$ cat src/rtl/b64sc_pkg.sv
// ----------------------------------------------------------------------------
// b64sc_pkg
// Types, constants and alphabet functions for the base64 stream codec.
// ----------------------------------------------------------------------------
`default_nettype none

package b64sc_pkg;

	localparam logic [7:0] PAD_CHAR = 8'h3D;
	localparam int SLOTS = 4;

	typedef struct packed {
		logic [7:0] in_value;
		logic       in_last;
	} b64sc_in_t;

	typedef struct packed {
		logic [7:0] out_value;
		logic       out_valid;
		logic       out_last;
		logic       bad_char;
	} b64sc_out_t;

	// One accepted item turned into up to four results.
	typedef struct packed {
		logic [1:0]             last_idx;
		logic [SLOTS-1:0][7:0]  chars;
		logic                   valid;
		logic                   last;
		logic                   bad;
	} b64sc_cmd_t;

	typedef struct packed {
		logic       ok;
		logic [5:0] val;
	} b64sc_sextet_t;

	function automatic logic [7:0] b64_char(input logic [5:0] v);
		logic [7:0] c;
		if (v < 6'd26) begin
			c = 8'h41 + {2'b00, v};
		end else if (v < 6'd52) begin
			c = 8'h61 + {2'b00, v - 6'd26};
		end else if (v < 6'd62) begin
			c = 8'h30 + {2'b00, v - 6'd52};
		end else if (v == 6'd62) begin
			c = 8'h2B;
		end else begin
			c = 8'h2F;
		end
		return c;
	endfunction

	function automatic b64sc_sextet_t sextet_of(input logic [7:0] c);
		b64sc_sextet_t s;
		s.ok  = 1'b1;
		s.val = 6'd0;
		if (c >= 8'h41 && c <= 8'h5A) begin
			s.val = 6'(c - 8'h41);
		end else if (c >= 8'h61 && c <= 8'h7A) begin
			s.val = 6'(c - 8'h61 + 8'd26);
		end else if (c >= 8'h30 && c <= 8'h39) begin
			s.val = 6'(c - 8'h30 + 8'd52);
		end else if (c == 8'h2B) begin
			s.val = 6'd62;
		end else if (c == 8'h2F) begin
			s.val = 6'd63;
		end else begin
			s.ok = 1'b0;
		end
		return s;
	endfunction

endpackage

`default_nettype wire

$ cat src/rtl/b64sc_front.sv
// ----------------------------------------------------------------------------
// b64sc_front
// Accepts items, keeps the message state and turns each item that has
// results into a command holding all of them.
// ----------------------------------------------------------------------------
`default_nettype none

module b64sc_front (
	input  wire                    clk,
	input  wire                    arst_n,
	input  wire                    push,
	input  b64sc_pkg::b64sc_in_t   in_item,
	input  wire                    cmd_full,
	input  wire                    cfg_wr_en,
	input  wire                    cfg_wr_data,
	output logic                   cmd_push,
	output b64sc_pkg::b64sc_cmd_t  cmd
);
	import b64sc_pkg::*;

	logic        mode_q;
	logic [11:0] acc_q;
	logic [3:0]  pend_q;
	logic [1:0]  cmf_q;
	logic        stop_q;

	logic [11:0] acc_d;
	logic [3:0]  pend_d;
	logic [1:0]  cmf_d;
	logic        stop_d;
	logic        has_result;

	logic          accept;
	logic [11:0]   acc_e;
	logic [5:0]    s0;
	logic [5:0]    s1;
	logic [5:0]    flush_s;
	logic [2:0]    n_pre;
	logic [1:0]    pads;
	logic [2:0]    total;
	b64sc_sextet_t sx;

	assign accept   = push && !cmd_full;
	assign cmd_push = accept && has_result;

	always_comb begin
		acc_d      = acc_q;
		pend_d     = pend_q;
		cmf_d      = cmf_q;
		stop_d     = stop_q;
		has_result = 1'b0;
		cmd        = '0;
		acc_e      = {acc_q[3:0], in_item.in_value};
		s0         = 6'd0;
		s1         = 6'd0;
		flush_s    = 6'd0;
		n_pre      = 3'd0;
		pads       = 2'd0;
		total      = 3'd0;
		sx         = sextet_of(in_item.in_value);

		if (!mode_q) begin
			acc_d = acc_e;
			case (pend_q)
				4'd0: begin
					s0     = acc_e[7:2];
					n_pre  = 3'd1;
					pend_d = 4'd2;
				end
				4'd2: begin
					s0     = acc_e[9:4];
					n_pre  = 3'd1;
					pend_d = 4'd4;
				end
				default: begin
					s0     = acc_e[11:6];
					s1     = acc_e[5:0];
					n_pre  = 3'd2;
					pend_d = 4'd0;
				end
			endcase
			cmd.chars[0] = b64_char(s0);
			cmd.chars[1] = b64_char(s1);
			cmf_d = cmf_q + n_pre[1:0];
			if (in_item.in_last) begin
				// Leftover bits are zero-filled on the right into one more character.
				if (pend_d != 4'd0) begin
					flush_s = (pend_d == 4'd2) ? {acc_e[1:0], 4'b0000} : {acc_e[3:0], 2'b00};
					for (int i = 0; i < SLOTS; i++) begin
						if (3'(i) == n_pre) begin
							cmd.chars[i] = b64_char(flush_s);
						end
					end
					n_pre = n_pre + 3'd1;
					cmf_d = cmf_d + 2'd1;
				end
				pads = 2'd0 - cmf_d;
			end
			total = n_pre + {1'b0, pads};
			if (total > 3'(SLOTS)) begin
				total = 3'(SLOTS);
			end
			for (int i = 0; i < SLOTS; i++) begin
				if (3'(i) >= n_pre && 3'(i) < total) begin
					cmd.chars[i] = PAD_CHAR;
				end
			end
			cmd.last_idx = 2'(total - 3'd1);
			cmd.valid    = 1'b1;
			cmd.last     = in_item.in_last;
			cmd.bad      = 1'b0;
			has_result   = 1'b1;
		end else begin
			if (!stop_q) begin
				if (!sx.ok) begin
					stop_d = 1'b1;
				end else begin
					acc_d = {acc_q[5:0], sx.val};
					case (pend_q)
						4'd0: begin
							pend_d = 4'd6;
						end
						4'd2: begin
							cmd.chars[0] = acc_d[7:0];
							cmd.valid    = 1'b1;
							pend_d       = 4'd0;
						end
						4'd4: begin
							cmd.chars[0] = acc_d[9:2];
							cmd.valid    = 1'b1;
							pend_d       = 4'd2;
						end
						default: begin
							cmd.chars[0] = acc_d[11:4];
							cmd.valid    = 1'b1;
							pend_d       = 4'd4;
						end
					endcase
				end
			end
			cmd.last_idx = 2'd0;
			cmd.last     = in_item.in_last;
			cmd.bad      = stop_d;
			has_result   = cmd.valid || in_item.in_last;
		end
	end

	always_ff @(posedge clk or negedge arst_n) begin
		if (!arst_n) begin
			mode_q <= 1'b0;
			acc_q  <= '0;
			pend_q <= '0;
			cmf_q  <= '0;
			stop_q <= 1'b0;
		end else if (cfg_wr_en) begin
			mode_q <= cfg_wr_data;
			acc_q  <= '0;
			pend_q <= '0;
			cmf_q  <= '0;
			stop_q <= 1'b0;
		end else if (accept) begin
			if (in_item.in_last) begin
				acc_q  <= '0;
				pend_q <= '0;
				cmf_q  <= '0;
				stop_q <= 1'b0;
			end else begin
				acc_q  <= acc_d;
				pend_q <= pend_d;
				cmf_q  <= cmf_d;
				stop_q <= stop_d;
			end
		end
	end

endmodule

`default_nettype wire

$ cat src/rtl/b64sc_fifo.sv
// ----------------------------------------------------------------------------
// b64sc_fifo
// Short command queue between the front and back parts of the codec.
// ----------------------------------------------------------------------------
`default_nettype none

module b64sc_fifo #(
	parameter int DEPTH = 2
) (
	input  wire                    clk,
	input  wire                    arst_n,
	input  wire                    wr_en,
	input  b64sc_pkg::b64sc_cmd_t  wr_data,
	output logic                   full,
	input  wire                    rd_en,
	output b64sc_pkg::b64sc_cmd_t  rd_data,
	output logic                   empty
);
	import b64sc_pkg::*;

	localparam int AW = (DEPTH > 1) ? $clog2(DEPTH) : 1;
	localparam int CW = $clog2(DEPTH + 1);

	b64sc_cmd_t      entries_q [DEPTH];
	logic [AW-1:0]   wr_ptr_q;
	logic [AW-1:0]   rd_ptr_q;
	logic [CW-1:0]   count_q;
	logic            do_wr;
	logic            do_rd;

	assign full    = (count_q == CW'(DEPTH));
	assign empty   = (count_q == '0);
	assign do_wr   = wr_en && !full;
	assign do_rd   = rd_en && !empty;
	assign rd_data = entries_q[rd_ptr_q];

	always_ff @(posedge clk) begin
		if (do_wr) begin
			entries_q[wr_ptr_q] <= wr_data;
		end
	end

	always_ff @(posedge clk or negedge arst_n) begin
		if (!arst_n) begin
			wr_ptr_q <= '0;
			rd_ptr_q <= '0;
			count_q  <= '0;
		end else begin
			if (do_wr) begin
				wr_ptr_q <= (wr_ptr_q == AW'(DEPTH - 1)) ? '0 : wr_ptr_q + AW'(1);
			end
			if (do_rd) begin
				rd_ptr_q <= (rd_ptr_q == AW'(DEPTH - 1)) ? '0 : rd_ptr_q + AW'(1);
			end
			if (do_wr && !do_rd) begin
				count_q <= count_q + CW'(1);
			end else if (do_rd && !do_wr) begin
				count_q <= count_q - CW'(1);
			end
		end
	end

endmodule

`default_nettype wire

$ cat src/rtl/b64sc_back.sv
// ----------------------------------------------------------------------------
// b64sc_back
// Walks the results of the head command one per cycle into the output
// register, while that register is free to take one.
// ----------------------------------------------------------------------------
`default_nettype none

module b64sc_back (
	input  wire                    clk,
	input  wire                    arst_n,
	input  wire                    cmd_empty,
	input  b64sc_pkg::b64sc_cmd_t  cmd,
	output logic                   cmd_pop,
	input  wire                    pop,
	output logic                   empty,
	output b64sc_pkg::b64sc_out_t  out_item
);
	import b64sc_pkg::*;

	logic       outv_q;
	b64sc_out_t out_q;
	logic [1:0] idx_q;
	logic       advance;
	logic       load;
	logic       last_slot;

	// The output register frees up when it is empty or being taken this cycle.
	assign advance   = !outv_q || pop;
	assign load      = advance && !cmd_empty;
	assign last_slot = (idx_q == cmd.last_idx);
	assign cmd_pop   = load && last_slot;
	assign empty     = !outv_q;
	assign out_item  = out_q;

	always_ff @(posedge clk or negedge arst_n) begin
		if (!arst_n) begin
			outv_q <= 1'b0;
			idx_q  <= '0;
		end else begin
			if (advance) begin
				outv_q <= !cmd_empty;
			end
			if (load) begin
				idx_q <= last_slot ? 2'd0 : idx_q + 2'd1;
			end
		end
	end

	always_ff @(posedge clk) begin
		if (load) begin
			out_q.out_value <= cmd.chars[idx_q];
			out_q.out_valid <= cmd.valid;
			out_q.out_last  <= cmd.last && last_slot;
			out_q.bad_char  <= cmd.bad;
		end
	end

endmodule

`default_nettype wire

$ cat src/rtl/base64_stream_codec.sv
// ----------------------------------------------------------------------------
// base64_stream_codec
// Streaming base64 encoder and decoder with a one-bit mode register.
// ----------------------------------------------------------------------------
// Items enter through a queue-style port: an item is taken on a clock edge
// with push high and full low. Results leave the same way: the oldest result
// sits on out_item while empty is low and is taken on an edge with pop high.
// cfg_wr_en writes cfg_wr_data into the mode (0 encode, 1 decode) and clears
// the message state; write it only while no item is in flight.
// The front part turns each item that has results into a command holding
// all of them in the cycle it is accepted; a command queue of CMD_DEPTH
// entries feeds the back part, which sends one result per cycle through an
// output register while the receiver keeps taking them. The first result of
// an item is loaded into that register once its command heads the queue and
// the register is free. Input is taken every cycle while the queue has room;
// when encoding, three bytes give four results, so the result port sets the rate.
// When the receiver stalls, the output register holds, the queue fills and
// full rises. Reset empties the queue and output register, selects encoding
// and clears the message state.
// ----------------------------------------------------------------------------
`default_nettype none

module base64_stream_codec #(
	parameter int CMD_DEPTH = 2
) (
	input  wire                    clk,
	input  wire                    arst_n,
	input  wire                    push,
	output logic                   full,
	input  b64sc_pkg::b64sc_in_t   in_item,
	output logic                   empty,
	input  wire                    pop,
	output b64sc_pkg::b64sc_out_t  out_item,
	input  wire                    cfg_wr_en,
	input  wire                    cfg_wr_data
);
	import b64sc_pkg::*;

	b64sc_cmd_t front_cmd;
	b64sc_cmd_t head_cmd;
	logic       cmd_push;
	logic       cmd_pop;
	logic       cmd_empty;

	b64sc_front u_front (
		.clk         (clk),
		.arst_n      (arst_n),
		.push        (push),
		.in_item     (in_item),
		.cmd_full    (full),
		.cfg_wr_en   (cfg_wr_en),
		.cfg_wr_data (cfg_wr_data),
		.cmd_push    (cmd_push),
		.cmd         (front_cmd)
	);

	b64sc_fifo #(
		.DEPTH (CMD_DEPTH)
	) u_fifo (
		.clk     (clk),
		.arst_n  (arst_n),
		.wr_en   (cmd_push),
		.wr_data (front_cmd),
		.full    (full),
		.rd_en   (cmd_pop),
		.rd_data (head_cmd),
		.empty   (cmd_empty)
	);

	b64sc_back u_back (
		.clk       (clk),
		.arst_n    (arst_n),
		.cmd_empty (cmd_empty),
		.cmd       (head_cmd),
		.cmd_pop   (cmd_pop),
		.pop       (pop),
		.empty     (empty),
		.out_item  (out_item)
	);

endmodule

`default_nettype wire

$ cat config.mk
export PLATFORM = sky130hd
export DESIGN_NAME = base64_stream_codec
export DESIGN_NICKNAME = d
export VERILOG_FILES = /design/src/rtl/b64sc_pkg.sv /design/src/rtl/b64sc_front.sv /design/src/rtl/b64sc_fifo.sv /design/src/rtl/b64sc_back.sv /design/src/rtl/base64_stream_codec.sv
export SDC_FILE = /design/constraint.sdc
export NUM_CORES = 1
export LEC_CHECK = 0
export ABC_CLOCK_PERIOD_IN_PS = 9900
export BUFFER_PORTS_ARGS = -buffer_cell sky130_fd_sc_hd__buf_2
export CAP_MARGIN = 20
export CORE_ASPECT_RATIO = 0.8
export CORE_UTILIZATION = 41
export DETAILED_ROUTE_END_ITERATION = 12
export PLACE_DENSITY_LB_ADDON = 0.15
export SLEW_MARGIN = 40
export SYNTH_ARGS = -nofsm -noshare
export SYNTH_HDL_FRONTEND = slang
export SYNTH_SLANG_ARGS = --single-unit
$ cat constraint.sdc
create_clock -name clk -period 9.9 [get_ports clk]
set_input_delay 0.495 -clock clk [delete_from_list [all_inputs] [get_ports clk]]
set_output_delay 0.495 -clock clk [all_outputs]
set_load 0.02 [all_outputs]
Word-level counts from Yosys, hierarchy flattened
Memories as Yosys holds them, arrays and structs flattened.
Cells that the tools add are included.
{"block": "totals", "regBits": 32, "mem_bits_rw": 74, "elab_cells": 212, "mem_count": 1}
{"block": "classes", "n_addsub": 31, "magnitude_cmp": 25, "n_eq_ne": 16, "mux": 91, "reduce_logical": 34}
{"memory": "u_fifo.entries_q", "depth": 2, "width": 37, "read_ports": 1, "rd_clocked_by_memory_dff": 0, "write_ports": 1, "line": "b64sc_fifo.sv:24", "rtl": "b64sc_cmd_t entries_q [DEPTH];"}
{"cell": "8-bit two-way mux", "n": 18}
{"cell": "6-bit two-way mux", "n": 15}
{"cell": "32-bit two-way mux", "n": 2}
{"cell": "7-bit by 6-bit adder with 8-bit output, first input constant", "n": 6}
{"cell": "6-bit < comparator, second input constant", "n": 6}
{"cell": "6-bit subtractor, second input constant", "n": 5}
{"cell": "2-bit two-way mux", "n": 14}
{"cell": "4-bit two-way mux", "n": 7}
{"cell": "3-bit two-way mux", "n": 9}
{"cell": "9-bit two-way mux", "n": 3}
{"cell": "9-bit one-hot mux with 3 select lines", "n": 1}
{"cell": "24-bit two-way mux", "n": 1}
{"cell": "6-bit by 6-bit adder with 7-bit output, first input constant", "n": 3}
{"cell": "6-bit == test, second input constant", "n": 3}
{"cell": "6-bit by 5-bit < comparator with 1-bit output, second input constant", "n": 3}
{"cell": "6-bit by 5-bit subtractor with 6-bit output, second input constant", "n": 3}
{"cell": "8-bit binary-select mux with 2-bit select", "n": 1}
{"cell": "8-bit by 6-bit == test with 1-bit output, second input constant", "n": 2}
{"cell": "8-bit by 7-bit >= comparator with 1-bit output, second input constant", "n": 2}
{"cell": "8-bit by 7-bit <= comparator with 1-bit output, second input constant", "n": 2}
{"cell": "1-bit logical AND", "n": 16}
{"cell": "1-bit two-way mux", "n": 16}
{"cell": "6-bit one-hot mux with 2 select lines", "n": 1}
{"cell": "11-bit two-way mux", "n": 1}
{"cell": "other kinds (39)", "n": 57}

Depth between registers and ports, before layout
{"block": "depth", "word_depth": 20, "ltp_mapped": 15}

Modules after synthesis
Synthesis repeated with hierarchy kept, for this count alone.
{"block": "hier_totals", "cells_unflattened": 641, "area_unflattened_um2": 6986.7}
{"module": "b64sc_front", "n_inst": 1, "cells_per_inst": 466, "area_each_um2": 3306.9, "seq_area_each_um2": 300.3}
{"module": "b64sc_fifo", "n_inst": 1, "cells_per_inst": 134, "area_each_um2": 2949.1, "seq_area_each_um2": 2322.2}
{"module": "b64sc_back", "n_inst": 1, "cells_per_inst": 41, "area_each_um2": 730.7, "seq_area_each_um2": 405.4}

Least setup slack after synthesis
Ideal clock, no wire load.
{"block": "synth_path", "kind": "input port to flip-flop", "startpoint": "input port in_item[3] (netlist name)", "endpoint": "memory u_fifo.entries_q[0][0] (netlist name) (enable)", "setup_ps": 417, "t_arrival_ps": 3552, "required_ps": 9483, "setup_slack_ps": 5931, "path_stages": 11, "n_path_buf": 2, "path_cell_list": "buf_2 clkbuf_1 inv_1 ha_1 a21oi_1 a311oi_2 nor3_4 o21bai_1 o21ai_0 nand2_1 nor2_1"}
{"block": "synth_between", "elab_chain_len": 15, "word_cells_on_any_way": 25, "classes_between": "6 x order compare; 2 x eq/ne; 11 x mux; 6 x reduce/logical"}
{"element": "from (decl)", "line": "base64_stream_codec.sv:30", "rtl": "input b64sc_pkg::b64sc_in_t in_item,"}
{"element": "parallel branches: the longest is 5 deep, another holds 8-bit by 6-bit >= comparator with 1-bit output"}
{"element": "1-bit two-way mux *", "line": "b64sc_pkg.sv:58", "rtl": "if (c >= 8'h41 && c <= 8'h5A) begin"}
{"element": "9-bit two-way mux *", "line": "b64sc_front.sv:115", "rtl": "if (!sx.ok) begin"}
{"element": "9-bit two-way mux *", "line": "b64sc_front.sv:114", "rtl": "if (!stop_q) begin"}
{"element": "9-bit two-way mux *", "line": "b64sc_front.sv:62", "rtl": "if (!mode_q) begin"}
{"element": "1-bit logical OR *", "line": "b64sc_front.sv:144", "rtl": "has_result = cmd.valid || in_item.in_last;"}
{"element": "1-bit two-way mux *", "line": "b64sc_front.sv:62"}
{"element": "1-bit logical AND *", "line": "b64sc_front.sv:44", "rtl": "assign cmd_push = accept && has_result;"}
{"element": "1-bit logical AND *", "line": "b64sc_fifo.sv:33", "rtl": "assign do_wr = wr_en && !full;"}
{"element": "1-bit two-way mux *", "line": "b64sc_fifo.sv:38", "rtl": "if (do_wr) begin"}
{"element": "1-bit two-way mux (not written as such) *", "line": "b64sc_fifo.sv:39", "rtl": "entries_q[wr_ptr_q] <= wr_data;"}
{"element": "to (decl)", "line": "b64sc_fifo.sv:24"}
Every way passes the cells marked *. The select of a mux whose other input is x is not followed.

==> flow_metrics.py <==
metrics = {
    "floorplanning": {
        "die_area_mm2": 0.0154,
        "rows": 39,
        "die_width_um": 139,
        "start_util": 0.424,
        "pin_count": 28,
        "fp.dieH_um": 111,
        "core_mm2": 0.0144,
    },
    "pwr": {
        "ir_drop_mv": 0.0847,
        "finalPower_uw": 1560,
        "p_clk_frac": 0.223,
        "p_seq_frac": 0.386,
        "p_sw_uw": 573,
        "p_leak_uw": 0.00263,
        "p_sw_frac": 0.368,
        "p_comb_frac": 0.391,
        "power_density_mw_per_mm2": 232,
        "internal_power_uw": 985,
    },
    "sta": {
        "fin_worst_skew_ps": 9.50,
        "period_share": 0.417,
        "rsz0062_at_grt": "no",
        "fin_ws_ps": 5770,
        "hold_viol": 0,
        "fmax_mhz": 242,
        "setup_viol": 0,
        "finalCriticalPeriod_ps": 4130,
        "slew_viol_final": 0,
        "maxSlewHeadroom": 0.481,
        "fin_setup_tns_ps": 0,
        "worstMarginPinSlew_ps": 770,
    },
    "clocking": {
        "insertion_delay_ps": 340,
        "numCtsBuffers": 9,
        "cts_num_sinks": 90,
        "clk_pin_slew_ps": 60,
        "post_cts_buffers": 0,
        "hold_buffers": 0,
        "cts_buffer_depth": 2,
        "cts_resized": 0,
        "cts-root-buf": "clkbuf_16",
        "cts_tree": "done",
        "cts_max_level": 3,
    },
    "setup_path": {
        "critPathTopFamily": "simple AND/OR/NAND/NOR gates",
        "crit_start": "u_front.pend_q[2]$_DFFE_PN0P_",
        "r2r_start": "u_front.pend_q[2]$_DFFE_PN0P_",
        "cp_slowest_cell": "nor2_2",
        "worst_ep_arrival_time_ps": 4200,
        "path_common_cell": "o21ai_0",
        "worst-path-stages": 13,
        "critPathMaxFanout": 22,
        "ff2ff_path_depth": 13,
        "reg2reg_setup_slack_ps": 5770,
        "critPathMaxStageDelay_ps": 610,
        "cp-end-kind": "register",
        "cp.required_ps": 9970,
        "crit_chain": "inv_1, ha_1, nor2_2, a221o_1, inv_1, ha_1, and2_1, a221oi_2, xnor2_1, nor3_2, o21ai_0, o21ai_0, o21ai_0",
        "crit_buf_inv": 2,
        "critPathLaunchType": "register",
        "crit_type": "register to register",
    },
    "routing": {
        "via_count": 4594,
        "wire_per_inst_um": 18.9,
        "post_drt_via_cell_ratio": 5.81,
        "dr.pass1.iters": 12,
        "wirelength_mm": 15.0,
        "antenna_left": 0,
        "drc": 1,
        "initialDrtViolationCount": 380,
    },
    "global_route": {
        "grt_first_pass_wirelength_mm": 24.5,
        "gr-total-overflow": 0,
        "antenna_found_initial": 0,
        "grt_max_degree": 38,
        "grt_pass1_vias": 4429,
        "track_usage": 0.204,
    },
    "flow_run": {
        "cap_violations": 0,
    },
    "synthesis": {
        "synth_warnings": 0,
        "syn_avg_cell_area_um2": 10.5,
        "ys_seq_area_frac": 0.425,
        "synth-main-ff-cell": "edfxtp_1",
        "synth-edff-count": 71,
        "ys_ff_latch": 90,
        "synthCells": 586,
        "ys_types": 77,
        "async_flop_share": 0.211,
        "netlist_area_mm2": 0.00613,
    },
    "place": {
        "dp.cells": 775,
        "placed_area_mm2": 0.00640,
        "dp_hpwl_mm": 11.0,
        "dp_slack_ps": 5770,
        "gp_congestion": 0.869,
        "io_buffers": 27,
    },
    "outcome": {
        "violations": "design-rule violations",
        "status": "finished, violations left",
    },
    "final_layout": {
        "stdcell_area_mm2": 0.00670,
        "area_delta_synth_final_pct": 9.39,
        "drive_gt1_frac": 0.145,
        "final_common_cell": "edfxtp_1",
        "num-fill-cells": 1379,
        "multi_input_area_mm2": 0.00325,
        "seqCellArea_mm2": 0.00261,
        "nNetsFinal": 659,
        "final_cells": 791,
        "n_antenna_cell": 0,
        "layout_common_cells": "edfxtp_1 (71), nand2_1 (47), nor2_1 (44)",
    },
    "min_path": {
        "min_path_type": "input port to asynchronous set/reset pin",
    },
}
## cell families after synthesis
logic type / synth area share
buffers and inverters: 0.0478
AND/OR/NAND/NOR: 0.134
adder cells (fa/ha/maj): 0.0870
other: 0.000612
multiplexers: 0.0713
AO/OA/AOI/OAI: 0.183
XOR/XNOR: 0.0515
flip-flops: 0.425
## worst paths after layout
| check | end |
|---|---|
| max in group asynchronous | u_front.stop_q$_DFFE_PN0P_ |
| min | u_fifo.count_q[1]$_DFFE_PN0P_ |
| min reg2reg | u_fifo.count_q[1]$_DFFE_PN0P_ |
| max reg2reg | u_fifo.entries_q[1][8]$_DFFE_PP_ |
| max | u_fifo.entries_q[1][8]$_DFFE_PP_ |
| min in group clk | u_back.outv_q$_DFFE_PN0N_ |
## cell usage after synthesis (3+ instances only)
master / instances / area [um^2]
nor2_1: 46 / 173
o221ai_1: 7 / 61.3
a2111oi_0: 3 / 26.3
and2_1: 4 / 25.0
a211oi_1: 5 / 37.5
nand2b_1: 11 / 68.8
nor2b_1: 5 / 31.3
a31oi_1: 8 / 50.1
o22ai_1: 5 / 31.3
edfxtp_1: 71 / 2130
buf_2: 9 / 45.0
a21oi_1: 34 / 170
xnor2_1: 27 / 236
o32ai_1: 4 / 35.0
dfrtp_1: 19 / 475
o41ai_2: 3 / 48.8
nor3_1: 12 / 60.1
or3_1: 3 / 18.8
a22o_1: 6 / 52.6
a21oi_2: 4 / 35.0
inv_1: 39 / 146
nand2_1: 47 / 176
a221oi_1: 7 / 61.3
ha_1: 41 / 513
o21ai_0: 30 / 150
clkbuf_1: 17 / 63.8
xor2_1: 9 / 78.8
mux4_2: 9 / 203
mux2_2: 3 / 33.8
a221o_1: 3 / 30.0
and3_1: 5 / 31.3
o21ai_1: 9 / 45.0
mux2i_1: 20 / 200
nand3_1: 4 / 20.0
## through the flow
step / hold WS [ps] / util
CTS: 145 / 0.464
finish: 126 / 0.464
detailed placement: 489 / 0.443
global route: 150 / 0.464
global placement: 483 / 0.443
floorplan: 199 / -
## state kept, by name, summed over array words and instances, names as in the netlist
register / cells
u_fifo.wr_ptr_q: 1
u_front.stop_q: 1
u_fifo.entries_q: 60
u_back.out_item: 11
u_front.pend_q: 2
u_back.outv_q: 1
u_fifo.rd_ptr_q: 1
u_fifo.count_q: 2
u_front.cmf_q: 2
u_front.acc_q: 6
u_front.mode_q: 1
u_back.idx_q: 2
## metal layers
metal | track usage | wire, um | vias up
li1 | - | - | 2184
met1 | 0.300 | 7010 | 2259
met2 | 0.317 | 6840 | 136
met3 | 0.0237 | 942 | 15
met4 | 0.0630 | 180 | 0
met5 | 0 | 0 | -
## area by class of cell
cell class / instances / share of cell area
multi-input cells: 431 / 0.485
clock inverters: 7 / 0.0114
repair buffers: 31 / 0.0246
clock buffers: 9 / 0.0336
flip-flops and latches: 90 / 0.389
inverters: 39 / 0.0218
well taps: 184 / 0.0343
## power by group through the flow
stage          registers [uW]  logic (uW)  clock network (uW)
2_1_floorplan             614         443                   0
3_3_place_gp              609         602                   0
3_5_place_dp              610         612                   0
4_1_cts                   603         615                 354
5_1_grt                   614         677                 368
6_report                  602         610                 347
Note: power is estimated with default switching activity, not from simulation.
